## config.mk

```make
export PLATFORM = sky130hd
export DESIGN_NAME = stop_and_wait_packet_receiver_core
export DESIGN_NICKNAME = d
export VERILOG_FILES = /design/src/sv/swr_pkg.sv /design/src/sv/stop_and_wait_packet_receiver_core.sv /design/src/sv/swr_ram.sv
export SDC_FILE = /design/constraint.sdc
export NUM_CORES = 1
export LEC_CHECK = 0
export BUFFER_PORTS_ARGS = -buffer_cell sky130_fd_sc_hd__buf_2
export CAP_MARGIN = 20
export CORE_MARGIN = 4
export CORE_UTILIZATION = 55
export DETAILED_ROUTE_END_ITERATION = 10
export PLACE_DENSITY = 0.75
export SETUP_SLACK_MARGIN = 0.4
export SLEW_MARGIN = 30
export SYNTH_ARGS = -nofsm -noshare
export SYNTH_HDL_FRONTEND = slang
export SYNTH_SLANG_ARGS = --single-unit
```

## constraint.sdc

```tcl
create_clock -name clock -period 3.1 [get_ports clock]
set_clock_uncertainty 0.1 [all_clocks]
set_input_delay 0.155 -clock clock [delete_from_list [all_inputs] [get_ports clock]]
set_output_delay 0.155 -clock clock [all_outputs]
set_load 0.05 [all_outputs]
```

## src/sv/swr_pkg.sv

```systemverilog
package swr_pkg;

   localparam int MAX_PAYLOAD_DEFAULT = 32;

   localparam logic [1:0] KIND_ACK  = 2'd0;
   localparam logic [1:0] KIND_NACK = 2'd1;
   localparam logic [1:0] KIND_DATA = 2'd2;

   typedef struct packed {
      logic               packet_type;
      logic [7:0]         payload_byte;
      logic signed [31:0] received_sum;
      logic               byte_last;
   } req_type;

   typedef struct packed {
      logic [1:0] kind;
      logic [7:0] data_byte;
      logic       run_last;
      logic       message_end;
   } rsp_type;

endpackage

```

## src/sv/stop_and_wait_packet_receiver_core.sv

```systemverilog
// Channel   Ports                          Direction  Payload
// request   req_valid, req_stall, req_item in         swr_pkg::req_type, one packet byte
// response  rsp_valid, rsp_stall, rsp_item out        swr_pkg::rsp_type, ACK/NACK/data
//
// A byte that is not the last of its packet is taken without a stall.
// After the last byte the request side stalls while the ACK or NACK is loaded and, for a
// verified packet, while each buffered byte is drained (payload RAM read, then output
// register load); a NACK returns straight to fill.
// Reset (synchronous, active high) clears count, sum, overflow flag, state and output valid.
// A stalled response holds the output register; the drain waits on it.
module stop_and_wait_packet_receiver_core #(
   parameter int MAX_PAYLOAD = swr_pkg::MAX_PAYLOAD_DEFAULT
) (
   input  logic             clock,
   input  logic             reset,
   input  logic             req_valid,
   output logic             req_stall,
   input  swr_pkg::req_type req_item,
   output logic             rsp_valid,
   input  logic             rsp_stall,
   output swr_pkg::rsp_type rsp_item
);

   localparam int AW = (MAX_PAYLOAD > 1) ? $clog2(MAX_PAYLOAD) : 1;
   localparam int CW = $clog2(MAX_PAYLOAD + 1);
   localparam logic [CW-1:0] MaxCount = CW'(MAX_PAYLOAD);

   typedef enum logic [1:0] {
      S_FILL,
      S_RESP,
      S_RD,
      S_DATA
   } state_type;

   state_type        state_ff;
   logic [CW-1:0]    fill_ff,  fill_in;
   logic [15:0]      sum_ff,   sum_in;
   logic             ovf_ff,   ovf_in;
   logic             ok_ff;
   logic             ptype_ff;
   logic [CW-1:0]    idx_ff;
   logic             rsp_valid_ff;
   swr_pkg::rsp_type rsp_item_ff;

   logic             req_accept;
   logic             room;
   logic             out_free;
   logic             rsp_load;
   logic             verdict_ok;
   logic             fin;
   logic [7:0]       rd_data;
   logic [CW-1:0]    idx_next;

   assign req_stall  = (state_ff != S_FILL);
   assign req_accept = req_valid && !req_stall;
   assign room       = (fill_ff < MaxCount);
   assign out_free   = !rsp_valid_ff || !rsp_stall;
   assign rsp_load   = out_free && (state_ff == S_RESP || state_ff == S_DATA);
   assign idx_next   = idx_ff + CW'(1);
   assign fin        = (idx_next == fill_ff);

   // Running sum of the bytes read as signed values, wrapping at 16 bits.
   assign sum_in  = sum_ff + {{8{req_item.payload_byte[7]}}, req_item.payload_byte};
   assign fill_in = room ? fill_ff + CW'(1) : fill_ff;
   assign ovf_in  = ovf_ff || !room;

   // Verdict on the packet's last byte: sign-extended sum against the header, no overflow, non-empty.
   assign verdict_ok = !ovf_in && (fill_in != '0) &&
                       ({{16{sum_in[15]}}, sum_in} == req_item.received_sum);

   // Payload RAM: written only during fill, read only during drain, so the
   // two ports never touch the same entry in the same cycle.
   swr_ram #(
      .WIDTH (8),
      .DEPTH (MAX_PAYLOAD)
   ) u_payload (
      .clock   (clock),
      .wr_en   (req_accept && room),
      .wr_addr (fill_ff[AW-1:0]),
      .wr_data (req_item.payload_byte),
      .rd_en   (state_ff == S_RD),
      .rd_addr (idx_ff[AW-1:0]),
      .rd_data (rd_data)
   );

   always_ff @(posedge clock) begin
      if (reset) begin
         state_ff     <= S_FILL;
         fill_ff      <= '0;
         sum_ff       <= '0;
         ovf_ff       <= 1'b0;
         rsp_valid_ff <= 1'b0;
         idx_ff       <= '0;
      end else begin
         // show a newly loaded item, else drop the shown one once taken
         if (rsp_load) begin
            rsp_valid_ff <= 1'b1;
         end else if (rsp_valid_ff && !rsp_stall) begin
            rsp_valid_ff <= 1'b0;
         end
         case (state_ff)
            S_FILL: begin
               if (req_accept) begin
                  if (req_item.byte_last) begin
                     // hold the count for the drain, clear the rest
                     fill_ff  <= fill_in;
                     sum_ff   <= '0;
                     ovf_ff   <= 1'b0;
                     ok_ff    <= verdict_ok;
                     ptype_ff <= req_item.packet_type;
                     state_ff <= S_RESP;
                  end else begin
                     fill_ff <= fill_in;
                     sum_ff  <= sum_in;
                     ovf_ff  <= ovf_in;
                  end
               end
            end
            S_RESP: begin
               if (out_free) begin
                  rsp_item_ff.data_byte   <= 8'd0;
                  rsp_item_ff.message_end <= 1'b0;
                  idx_ff                  <= '0;
                  if (ok_ff) begin
                     rsp_item_ff.kind     <= swr_pkg::KIND_ACK;
                     rsp_item_ff.run_last <= 1'b0;
                     state_ff             <= S_RD;
                  end else begin
                     rsp_item_ff.kind     <= swr_pkg::KIND_NACK;
                     rsp_item_ff.run_last <= 1'b1;
                     fill_ff              <= '0;
                     state_ff             <= S_FILL;
                  end
               end
            end
            S_RD: begin
               state_ff <= S_DATA;
            end
            S_DATA: begin
               // RAM data holds until the next read, so wait on the output here
               if (out_free) begin
                  rsp_item_ff.kind        <= swr_pkg::KIND_DATA;
                  rsp_item_ff.data_byte   <= rd_data;
                  rsp_item_ff.run_last    <= fin;
                  rsp_item_ff.message_end <= fin && ptype_ff;
                  if (fin) begin
                     fill_ff  <= '0;
                     state_ff <= S_FILL;
                  end else begin
                     idx_ff   <= idx_next;
                     state_ff <= S_RD;
                  end
               end
            end
            default: begin
               state_ff <= S_FILL;
            end
         endcase
      end
   end

   assign rsp_valid = rsp_valid_ff;
   assign rsp_item  = rsp_item_ff;

   // Fill count never passes the buffer depth.
   a_fill_bound: assert property (@(posedge clock) disable iff (reset)
      fill_ff <= MaxCount)
      else $error("fill count beyond buffer depth");

   // Drain index stays inside the buffered bytes.
   a_drain_idx: assert property (@(posedge clock) disable iff (reset)
      (state_ff == S_RD || state_ff == S_DATA) |-> (idx_ff < fill_ff))
      else $error("drain index outside buffered bytes");

   // Message end only on the final data byte of a run.
   a_mend: assert property (@(posedge clock) disable iff (reset)
      (rsp_valid && rsp_item.message_end) |->
         (rsp_item.kind == swr_pkg::KIND_DATA && rsp_item.run_last))
      else $error("message end off a final data byte");

   // A NACK always closes its run.
   a_nack_last: assert property (@(posedge clock) disable iff (reset)
      (rsp_valid && rsp_item.kind == swr_pkg::KIND_NACK) |-> rsp_item.run_last)
      else $error("NACK not marked as run end");

endmodule

```

## src/sv/swr_ram.sv

```systemverilog
module swr_ram #(
   parameter int WIDTH = 8,
   parameter int DEPTH = 32
) (
   input  logic                                    clock,
   input  logic                                    wr_en,
   input  logic [(DEPTH > 1 ? $clog2(DEPTH) : 1)-1:0] wr_addr,
   input  logic [WIDTH-1:0]                        wr_data,
   input  logic                                    rd_en,
   input  logic [(DEPTH > 1 ? $clog2(DEPTH) : 1)-1:0] rd_addr,
   output logic [WIDTH-1:0]                        rd_data
);

   logic [WIDTH-1:0] mem_ff [DEPTH];
   logic [WIDTH-1:0] rd_data_ff;

   always_ff @(posedge clock) begin
      if (wr_en) begin
         mem_ff[wr_addr] <= wr_data;
      end
      if (rd_en) begin
         rd_data_ff <= mem_ff[rd_addr];
      end
   end

   assign rd_data = rd_data_ff;

endmodule
```

==> metrics.yaml, run 1 <==
clock_path_buffers: 3
fin_setup_tns_ns: 0
cts_tree: "yes"
setup_viol: 0
slowest_delay_ns: 0.53
crit_chain: "ha_4, inv_2, fa_2, xnor2_1, a31oi_1, nand3_1, or4_4, a311oi_2, nand4_1, nor4_2, nand4_1, nor4_2"
clock-sinks: 310
critical_path.slowest_cell: "fa_2"
gp_congestion: 0.8820
worstSetupPathType: "reg2reg"
dpl_cell_area_mm2: 0.01449
yosys.area.top_type: "edfxtp_1"
cp-end-kind: "register"
core_area_mm2: 0.02368
grt-ovfl-total: 0
crit_family: "simple AND/OR/NAND/NOR gates"
grt_pass1_wl_um: 46710
p_total_mw: 8.605
tightest_slew_ns: 0.7455
peakVddDrop_mv: 0.3489
final_cell_mix: "278 x edfxtp_1, 80 x mux4_2, 74 x nor2_1"
die_area_mm2: 0.02681
synth.top_cell.area_share_pct: 62.58
die_w_um: 163.7
start_util_pct: 56.33
final_cells: 1270
synthTopCellsByArea: "edfxtp_1 63%, mux4_2 14%, dfxtp_1 4.8%"
cts.reportedPaths.clkPinSlew_ns: 0.07
design_area_mm2: 0.01559
synth-main-ff-cell: "edfxtp_1"
path_buf_inv: 1
drc_errors: 0
antenna_found_initial: 0
die_height_um: 163.7
post_drt_wl_per_cell_um: 23.72
cts_buffers: 30
hold_path_class: "in2reg"
yosysSeqAreaShare_pct: 67.38
grt_usage_pct: 22.98
io_pins: 60
fill_cells: 1615
clock_latency_ns: 0.54
grt_max_degree: 55
synth.distinct_cells: 66
syn_area_mm2: 0.01334
hold_viol: 0
async_flop_share_pct: 0
first_pass_iters: 5
status: "finished, final reports clean"
synth_edf_count: 278
htree_levels: 1
nNetsFinal: 994
drv_cap: 0
cellPowerDensity_mw_per_mm2: 552.0
dp_cells: 1203
cts_root_buffer: "clkbuf_16"
vias_per_cell: 6.156
first_global_vias: 7954
avgSynthCellArea_um2: 16.76
period_share_pct: 99.20
startpoint_type: "register"
drt_iter0_markers: 741
num_vias: 7818
syn2layout_area_growth_pct: 16.85
synthCells: 796
final_antenna_net_count: 0
max_clock_freq_mhz: 325.2
fp-row-count: 56
rsz0062_at_grt: "true"
layout-drive-gt1-share_pct: 31.34
p_leak_nw: 5.243
fin_crit_ns: 3.075
synth_seq_cells: 310
syn_nets: 863
final_common_cell: "edfxtp_1"
drt-total-wl_um: 30120
worstPathRequired_ns: 3.36
numPortBuffers: 59
slew_headroom_pct: 50.12
crit_arrival_ns: 3.34
cp_max_fo: 2
yosysWarnings: 0
final_max_slew_viol_count: 0
dp_hpwl_um: 19840
antenna_cells: 0
[power breakdown]
part | internal [mW] | switching [mW] | leakage [nW]
combinational | 0.263 | 0.393 | 2.03
clock | 1.83 | 1.48 | 0.436
sequential | 4.60 | 0.0329 | 2.77
[flip-flops by register name, summed over array words and instances (netlist names)]
name / cells
ovf_ff: 1
state_ff: 2
rsp_valid: 1
u_payload.rd_data: 8
idx_ff: 6
rsp_item: 12
u_payload.mem_ff: 256
fill_ff: 6
sum_ff: 16
ok_ff: 1
ptype_ff: 1
[final timing paths]
kind                               start                 endpoint  slack (ns)  depth (start not counted)
setup / recovery  sum_ff[0]$_SDFFE_PP0P_          ok_ff$_DFFE_PP_        0.02                         12
hold / removal                     reset  fill_ff[3]$_SDFFE_PP0P_        0.05                          2
setup reg to reg  sum_ff[0]$_SDFFE_PP0P_          ok_ff$_DFFE_PP_        0.02                         12
hold reg to reg   idx_ff[5]$_SDFFE_PP0P_   idx_ff[5]$_SDFFE_PP0P_        0.40                          2
[layer usage]
layer | part of all wire, % | vias up | track usage (%)
li1 | - | 3443 | -
met1 | 40 | 3977 | 31.34
met2 | 51 | 342 | 39.59
met3 | 6.1 | 56 | 3.162
met4 | 2.5 | 0 | 5.986
met5 | 0 | - | 0
[Yosys cell counts (3+ instances only)]
cell type / instances
nor4_1: 10
nor3_1: 10
nand2b_1: 3
buf_2: 5
a21o_1: 4
nand3_1: 13
a22oi_1: 13
mux2_2: 10
o21ai_0: 12
nand4_1: 8
buf_1: 5
a311oi_1: 4
xor2_1: 16
ha_1: 20
mux2i_1: 3
nand2_1: 22
a211oi_1: 4
mux4_2: 80
o21a_1: 3
a21oi_1: 29
dfxtp_1: 32
nor2_1: 74
edfxtp_1: 278
clkbuf_1: 32
xnor2_1: 22
and3_1: 13
and2_1: 5
a211o_1: 3
or3_1: 3
nor2b_1: 5
inv_1: 12
[final cells by class]
class / instances / area, um^2 / area share, %
well taps: 319 / 399.1 / 2.560
clock buffers: 38 / 802.0 / 5.145
inverters: 12 / 45.04 / 0.2889
repair buffers: 142 / 996.0 / 6.389
flip-flops and latches: 310 / 8999 / 57.73
clock inverters: 18 / 96.34 / 0.6180
multi-input cells: 431 / 4252 / 27.27
[timing repair]
| item | 4_1_cts | 5_1_grt |
|---|---|---|
| gates resized for setup | 10 | 12 |
| pin swaps | 12 | 5 |
| hold buffers | 10 | 0 |
| buffers inserted | 1 | 0 |
| hold endpoints to repair | 12 | 0 |
| endpoints found under the setup margin | 3 | 7 |
[metrics by stage]
stage               setup WS [ns]  util [%]  hold slack (ns)
floorplan                  0.1930         -           0.1539
global route              -0.1499     65.82          0.06062
detailed placement        -0.1939     61.17           0.2338
global placement         -0.04298     61.17           0.2343
CTS                      -0.02451     65.62         0.004655
finish                    0.02487     65.82          0.04543
[kinds of logic after synthesis]
kind of cell / after synthesis / share of synthesized area, %
buffers and inverters: 55 / 1.623
xor gates and xnor gates: 39 / 2.664
DFF: 310 / 67.38
AOI/OAI and AO/OA: 100 / 5.215
adders and majority gates: 21 / 2.026
and+or+nand+nor: 177 / 6.434
muxes: 94 / 14.66
(Power assumes the default switching activity.)
==> inputs of run 2 (changes only) <==
- CORE_UTILIZATION: 55 -> 35
- PLACE_DENSITY: 0.75 -> 0.52
==> metrics.yaml, run 2 (synthesis gave the netlist of run 1 again) <==
status: "finished, final reports clean"
vias_per_cell: 5.128
start_util_pct: 35.42
final_cells: 1480
first_pass_iters: 4
cp_max_fo: 2
cts.reportedPaths.clkPinSlew_ns: 0.06
core_area_mm2: 0.03767
holdWs_ns: 0.04788
io_pins: 60
worstPathRequired_ns: 3.25
post_drt_wl_per_cell_um: 21.85
final_common_cell: "edfxtp_1"
p_leak_nw: 5.374
worstSetupPathType: "reg2reg"
final_antenna_net_count: 0
syn2layout_area_growth_pct: 20.43
cp-end-kind: "register"
drv_cap: 0
final_cell_mix: "278 x edfxtp_1, 85 x buf_4, 80 x mux4_2"
clock-sinks: 310
hold_start: "req_item[15]"
cellPowerDensity_mw_per_mm2: 565.2
gp_congestion: 0.8080
numPortBuffers: 59
grt_max_degree: 43
cts_tree: "yes"
nNetsFinal: 1012
period_share_pct: 99.60
timing.rr.start: "sum_ff[0]$_SDFFE_PP0P_"
rsz0062_at_grt: "true"
top_register: "u_payload.mem_ff"
drt-total-wl_um: 32330
dp_hpwl_um: 21590
worstSetupStartpoint: "sum_ff[0]$_SDFFE_PP0P_"
drt_iter0_markers: 493
htree_levels: 2
clock_latency_ns: 0.51
peakVddDrop_mv: 0.3267
p_total_mw: 9.080
final_core_util_pct: 42.65
dp_cells: 1409
grt_pass1_wl_um: 48670
grt-ovfl-total: 0
max_clock_freq_mhz: 323.9
first_global_vias: 7741
grt_usage_pct: 15.48
dp_slack_ns: -0.2468
cts_buffers: 35
num_vias: 7589
die_w_um: 203.2
final_max_slew_viol_count: 0
hold_path_class: "in2reg"
hold_viol: 0
fp-row-count: 71
crit_arrival_ns: 3.24
die_area_mm2: 0.04130
tightest_slew_ns: 0.8250
slew_headroom_pct: 43.57
fill_cells: 3437
die_height_um: 203.2
startpoint_type: "register"
fin_crit_ns: 3.088
antenna_found_initial: 1
drc_errors: 0
largest_reg_flops: 256
cts_root_buffer: "clkbuf_16"
clock_path_buffers: 3
antenna_cells: 0
layout-drive-gt1-share_pct: 32.71
setup_viol: 0
fin_ws_ns: 0.01243
## run 2: cell count changes in the layout (fill, tap and decap cells not counted), sizes merged
cell,previous run,this run
buf,132,150
bufinv,0,1
clkbuf,38,49
clkinv,14,10
clkinvlp,2,1
dlygate4sd3,10,5
inv,14,12
## run 2: worst max-delay path: stages, from the launching register on
cell and delay, ns:
dfxtp_2 0.33, ha_4 0.16, buf_4 0.12, buf_4 0.12
a211o_1 0.28, a21oi_4 0.15, a21oi_2 0.08, a311o_2 0.35
or4_4 0.44, a31oi_4 0.20, xnor2_1 0.16, mux2i_1 0.26
nor4_2 0.07
## run 2: area by class of cell
cell class	instances	area, um^2	area share (%)
inverters	12	45.04	0.2804
flip-flops and latches	310	8996	56.00
multi-input cells	431	4268	26.57
clock inverters	12	101.3	0.6308
well taps	511	639.4	3.980
clock buffers	49	938.4	5.841
repair buffers	155	1077	6.706
## run 2: metal layers
layer / GRT usage (%) / routed length [um] / vias to the layer above
met5: 0 / 0 / -
met4: 3.084 / 491 / 0
met3: 2.099 / 1226 / 41
met2: 25.58 / 15700 / 146
met1: 22.27 / 14920 / 3923
li1: - / - / 3479
## run 2: report_power, final
group | internal, mW | switching (mW)
registers | 4.60 | 0.0265
logic | 0.268 | 0.400
clock network | 2.20 | 1.59
## run 2: what timing repair did
item / CTS / global route
gates resized for setup: 8 / 15
hold buffers: 5 / 0
cloned: 0 / 0
pin swaps: 14 / 9
endpoints found under the hold margin: 7 / 0
setup endpoints to repair: 3 / 11
buffers inserted: 2 / 3
## run 2: through the flow
| step | setup TNS, ns | instance area (um^2) |
|---|---|---|
| 6_report | 0 | 16070 |
| 3_3_place_gp | -0.1124 | 14830 |
| 3_5_place_dp | -0.2468 | 14830 |
| 2_1_floorplan | 0 | 13380 |
| 4_1_cts | -0.09713 | 15980 |
| 5_1_grt | -0.1395 | 16070 |
## run 2: final timing paths
path | end | cells after the start | slack (ns)
worst max register to register | ok_ff$_DFFE_PP_ | 12 | 0.01
worst min-delay path | ok_ff$_DFFE_PP_ | 4 | 0.05
worst max-delay path | ok_ff$_DFFE_PP_ | 12 | 0.01
worst min register to register | idx_ff[5]$_SDFFE_PP0P_ | 2 | 0.39
==> inputs of run 3 (changes only) <==
- ABC_AREA: not set -> 1
- GPL_TIMING_DRIVEN: not set -> 0
==> metrics.yaml, run 3 <==
muxShareOfSynthArea_pct: 0
first_pass_iters: 5
core_area_mm2: 0.03892
critical_path.slowest_cell: "nor2_2"
grt_pass1_wl_um: 63980
syn_nets: 1393
post_drt_wl_per_cell_um: 22.17
cts_root_buffer: "clkbuf_16"
fill_cells: 3785
gp_congestion: 0.9021
final_cell_mix: "278 x edfxtp_1, 202 x nor2_1, 182 x nand2_1"
cellPowerDensity_mw_per_mm2: 579.6
synth.distinct_cells: 40
synth-main-ff-cell: "edfxtp_1"
path_buf_inv: 2
htree_levels: 2
start_util_pct: 35.61
clock_path_buffers: 3
crit_family: "simple AND/OR/NAND/NOR gates"
slew_headroom_pct: 39.03
slowest_delay_ns: 0.66
grt-ovfl-total: 0
synth_compound_area_share_pct: 11.74
status: "finished, final reports clean"
yosysSeqAreaShare_pct: 64.87
synth_seq_cells: 310
hold_viol: 0
peakVddDrop_mv: 0.3220
synthAdderAreaFrac_pct: 1.950
syn_area_mm2: 0.01386
antenna_cells: 0
yosysWarnings: 0
drt-total-wl_um: 43760
final_max_slew_viol_count: 0
io_pins: 60
clock_latency_ns: 0.53
cts_buffers: 36
yosys.area.top_type: "edfxtp_1"
drc_errors: 0
dp_cells: 1904
tightest_slew_ns: 0.9146
vias_per_cell: 5.377
grt_usage_pct: 20.31
hold_path_class: "in2reg"
rsz0062_at_grt: "true"
cp_max_fo: 10
synthCells: 1326
num_vias: 10615
cts.reportedPaths.clkPinSlew_ns: 0.06
crit_chain: "buf_2, nor2_1, inv_1, nor2_2, nand2_1, nor2_2"
yosys.area_share.simple_pct: 16.49
die_w_um: 207.0
period_share_pct: 88.45
max_clock_freq_mhz: 364.7
avgSynthCellArea_um2: 10.45
die_height_um: 207.0
fp-row-count: 72
syn2layout_area_growth_pct: 17.72
synth.top_cell.area_share_pct: 60.24
synth_top_family_by_area: "simple AND/OR/NAND/NOR gates"
nNetsFinal: 1498
cpMostUsedCell: "nor2_2"
worstPathRequired_ns: 3.15
dp_hpwl_um: 28670
clock-sinks: 310
crit_arrival_ns: 2.80
setup_viol: 0
startpoint_type: "register"
die_area_mm2: 0.04284
first_global_vias: 10330
top_register: "u_payload.mem_ff"
layout-drive-gt1-share_pct: 14.42
final_common_cell: "edfxtp_1"
antenna_found_initial: 0
drt_iter0_markers: 1063
final_antenna_net_count: 0
fin_crit_ns: 2.742
async_flop_share_pct: 0
p_total_mw: 9.455
synth_xor_xnor_area_share_pct: 0.4334
numPortBuffers: 59
worstSetupPathType: "reg2reg"
synth_common_cells: "278 x edfxtp_1, 237 x nor2_1, 185 x nand2_1"
largest_reg_flops: 256
yosysMostFrequentCell: "edfxtp_1"
final_cells: 1974
grt_max_degree: 42
cp-end-kind: "register"
synth_edf_count: 278
p_leak_nw: 5.921
drv_cap: 0
cts_tree: "yes"
synthTopCellsByArea: "edfxtp_1 60%, nor2_1 6.4%, o21ai_0 5.3%"
run 3: changes by cell type after synthesis, sizes merged, moves of 74 or more:
cell	delta
nand3	+74
nor2	+167
inv	+80
nand2	+167
mux4	-80
o21ai	+141
run 3: power by group:
part	internal, mW	total, mW	switching, mW
Clock	2.43	4.14	1.72
Sequential	4.61	4.63	0.0240
Combinational	0.191	0.679	0.488
run 3: logic make-up (layout without fill, tap and decap cells):
| group | after synthesis | after routing |
|---|---|---|
| simple gates | 547 | 547 |
| xor+xnor | 6 | 6 |
| buf+inv | 159 | 289 |
| fa+ha+maj | 21 | 21 |
| flops | 310 | 310 |
| compound gates | 283 | 283 |
run 3: final timing paths:
path | from | endpoint | slack, ns | depth (start not counted)
worst min-delay path | req_item[14] | ok_ff$_DFFE_PP_ | 0.05 | 5
worst max-delay path | state_ff[0]$_SDFFE_PP0P_ | u_payload.mem_ff[31][4]$_DFFE_PP_ | 0.36 | 6
worst min register to register | sum_ff[12]$_SDFFE_PP0P_ | sum_ff[12]$_SDFFE_PP0P_ | 0.37 | 2
worst max register to register | state_ff[0]$_SDFFE_PP0P_ | u_payload.mem_ff[31][4]$_DFFE_PP_ | 0.36 | 6
run 3: what timing repair did:
| item | 4_1_cts | 5_1_grt |
|---|---|---|
| hold buffers | 5 | 0 |
| endpoints found under the hold margin | 10 | 0 |
| endpoints found under the setup margin | 252 | 262 |
| buffers inserted | 0 | 2 |
| gates resized for setup | 64 | 38 |
| pin swaps | 0 | 2 |
run 3: area by class of cell:
class                   instances  area (um^2)  area share (%)
multi-input cells             857         4488           27.51
plain buffers                  66        299.0           1.833
clock inverters                20        205.2           1.258
flip-flops and latches        310         8989           55.10
well taps                     518        648.1           3.973
repair buffers                 67        395.4           2.424
clock buffers                  43        937.1           5.745
inverters                      93        350.3           2.148
run 3: metrics by stage:
stage	hold slack (ns)	util, %	worst slack, ns	cell area, um^2	setup TNS, ns
floorplan	0.1539	-	0.7371	13860	0
global placement	0.2345	38.03	-0.02942	14800	-0.6870
detailed placement	0.2337	38.06	-0.09258	14810	-2.399
CTS	0.03002	41.70	0.3200	16230	0
global route	0.08653	41.91	0.2767	16310	0
finish	0.05010	41.91	0.3580	16310	0
run 3: per-layer routing:
layer,up-vias,share of wire [%],track usage (%),wire length (um)
met4,0,4.5,8.617,1960
met1,5143,43,28.36,18840
met2,440,44,30.67,19090
met3,99,8.8,4.562,3862
li1,4933,-,-,-
met5,-,0,0,0
run 3: worst reg2reg max path, stage by stage, from the launching register on:
cell	delay (ns)
dfxtp_1	0.33
buf_2	0.19
nor2_1	0.18
inv_1	0.09
nor2_2	0.27
nand2_1	0.54
nor2_2	0.66
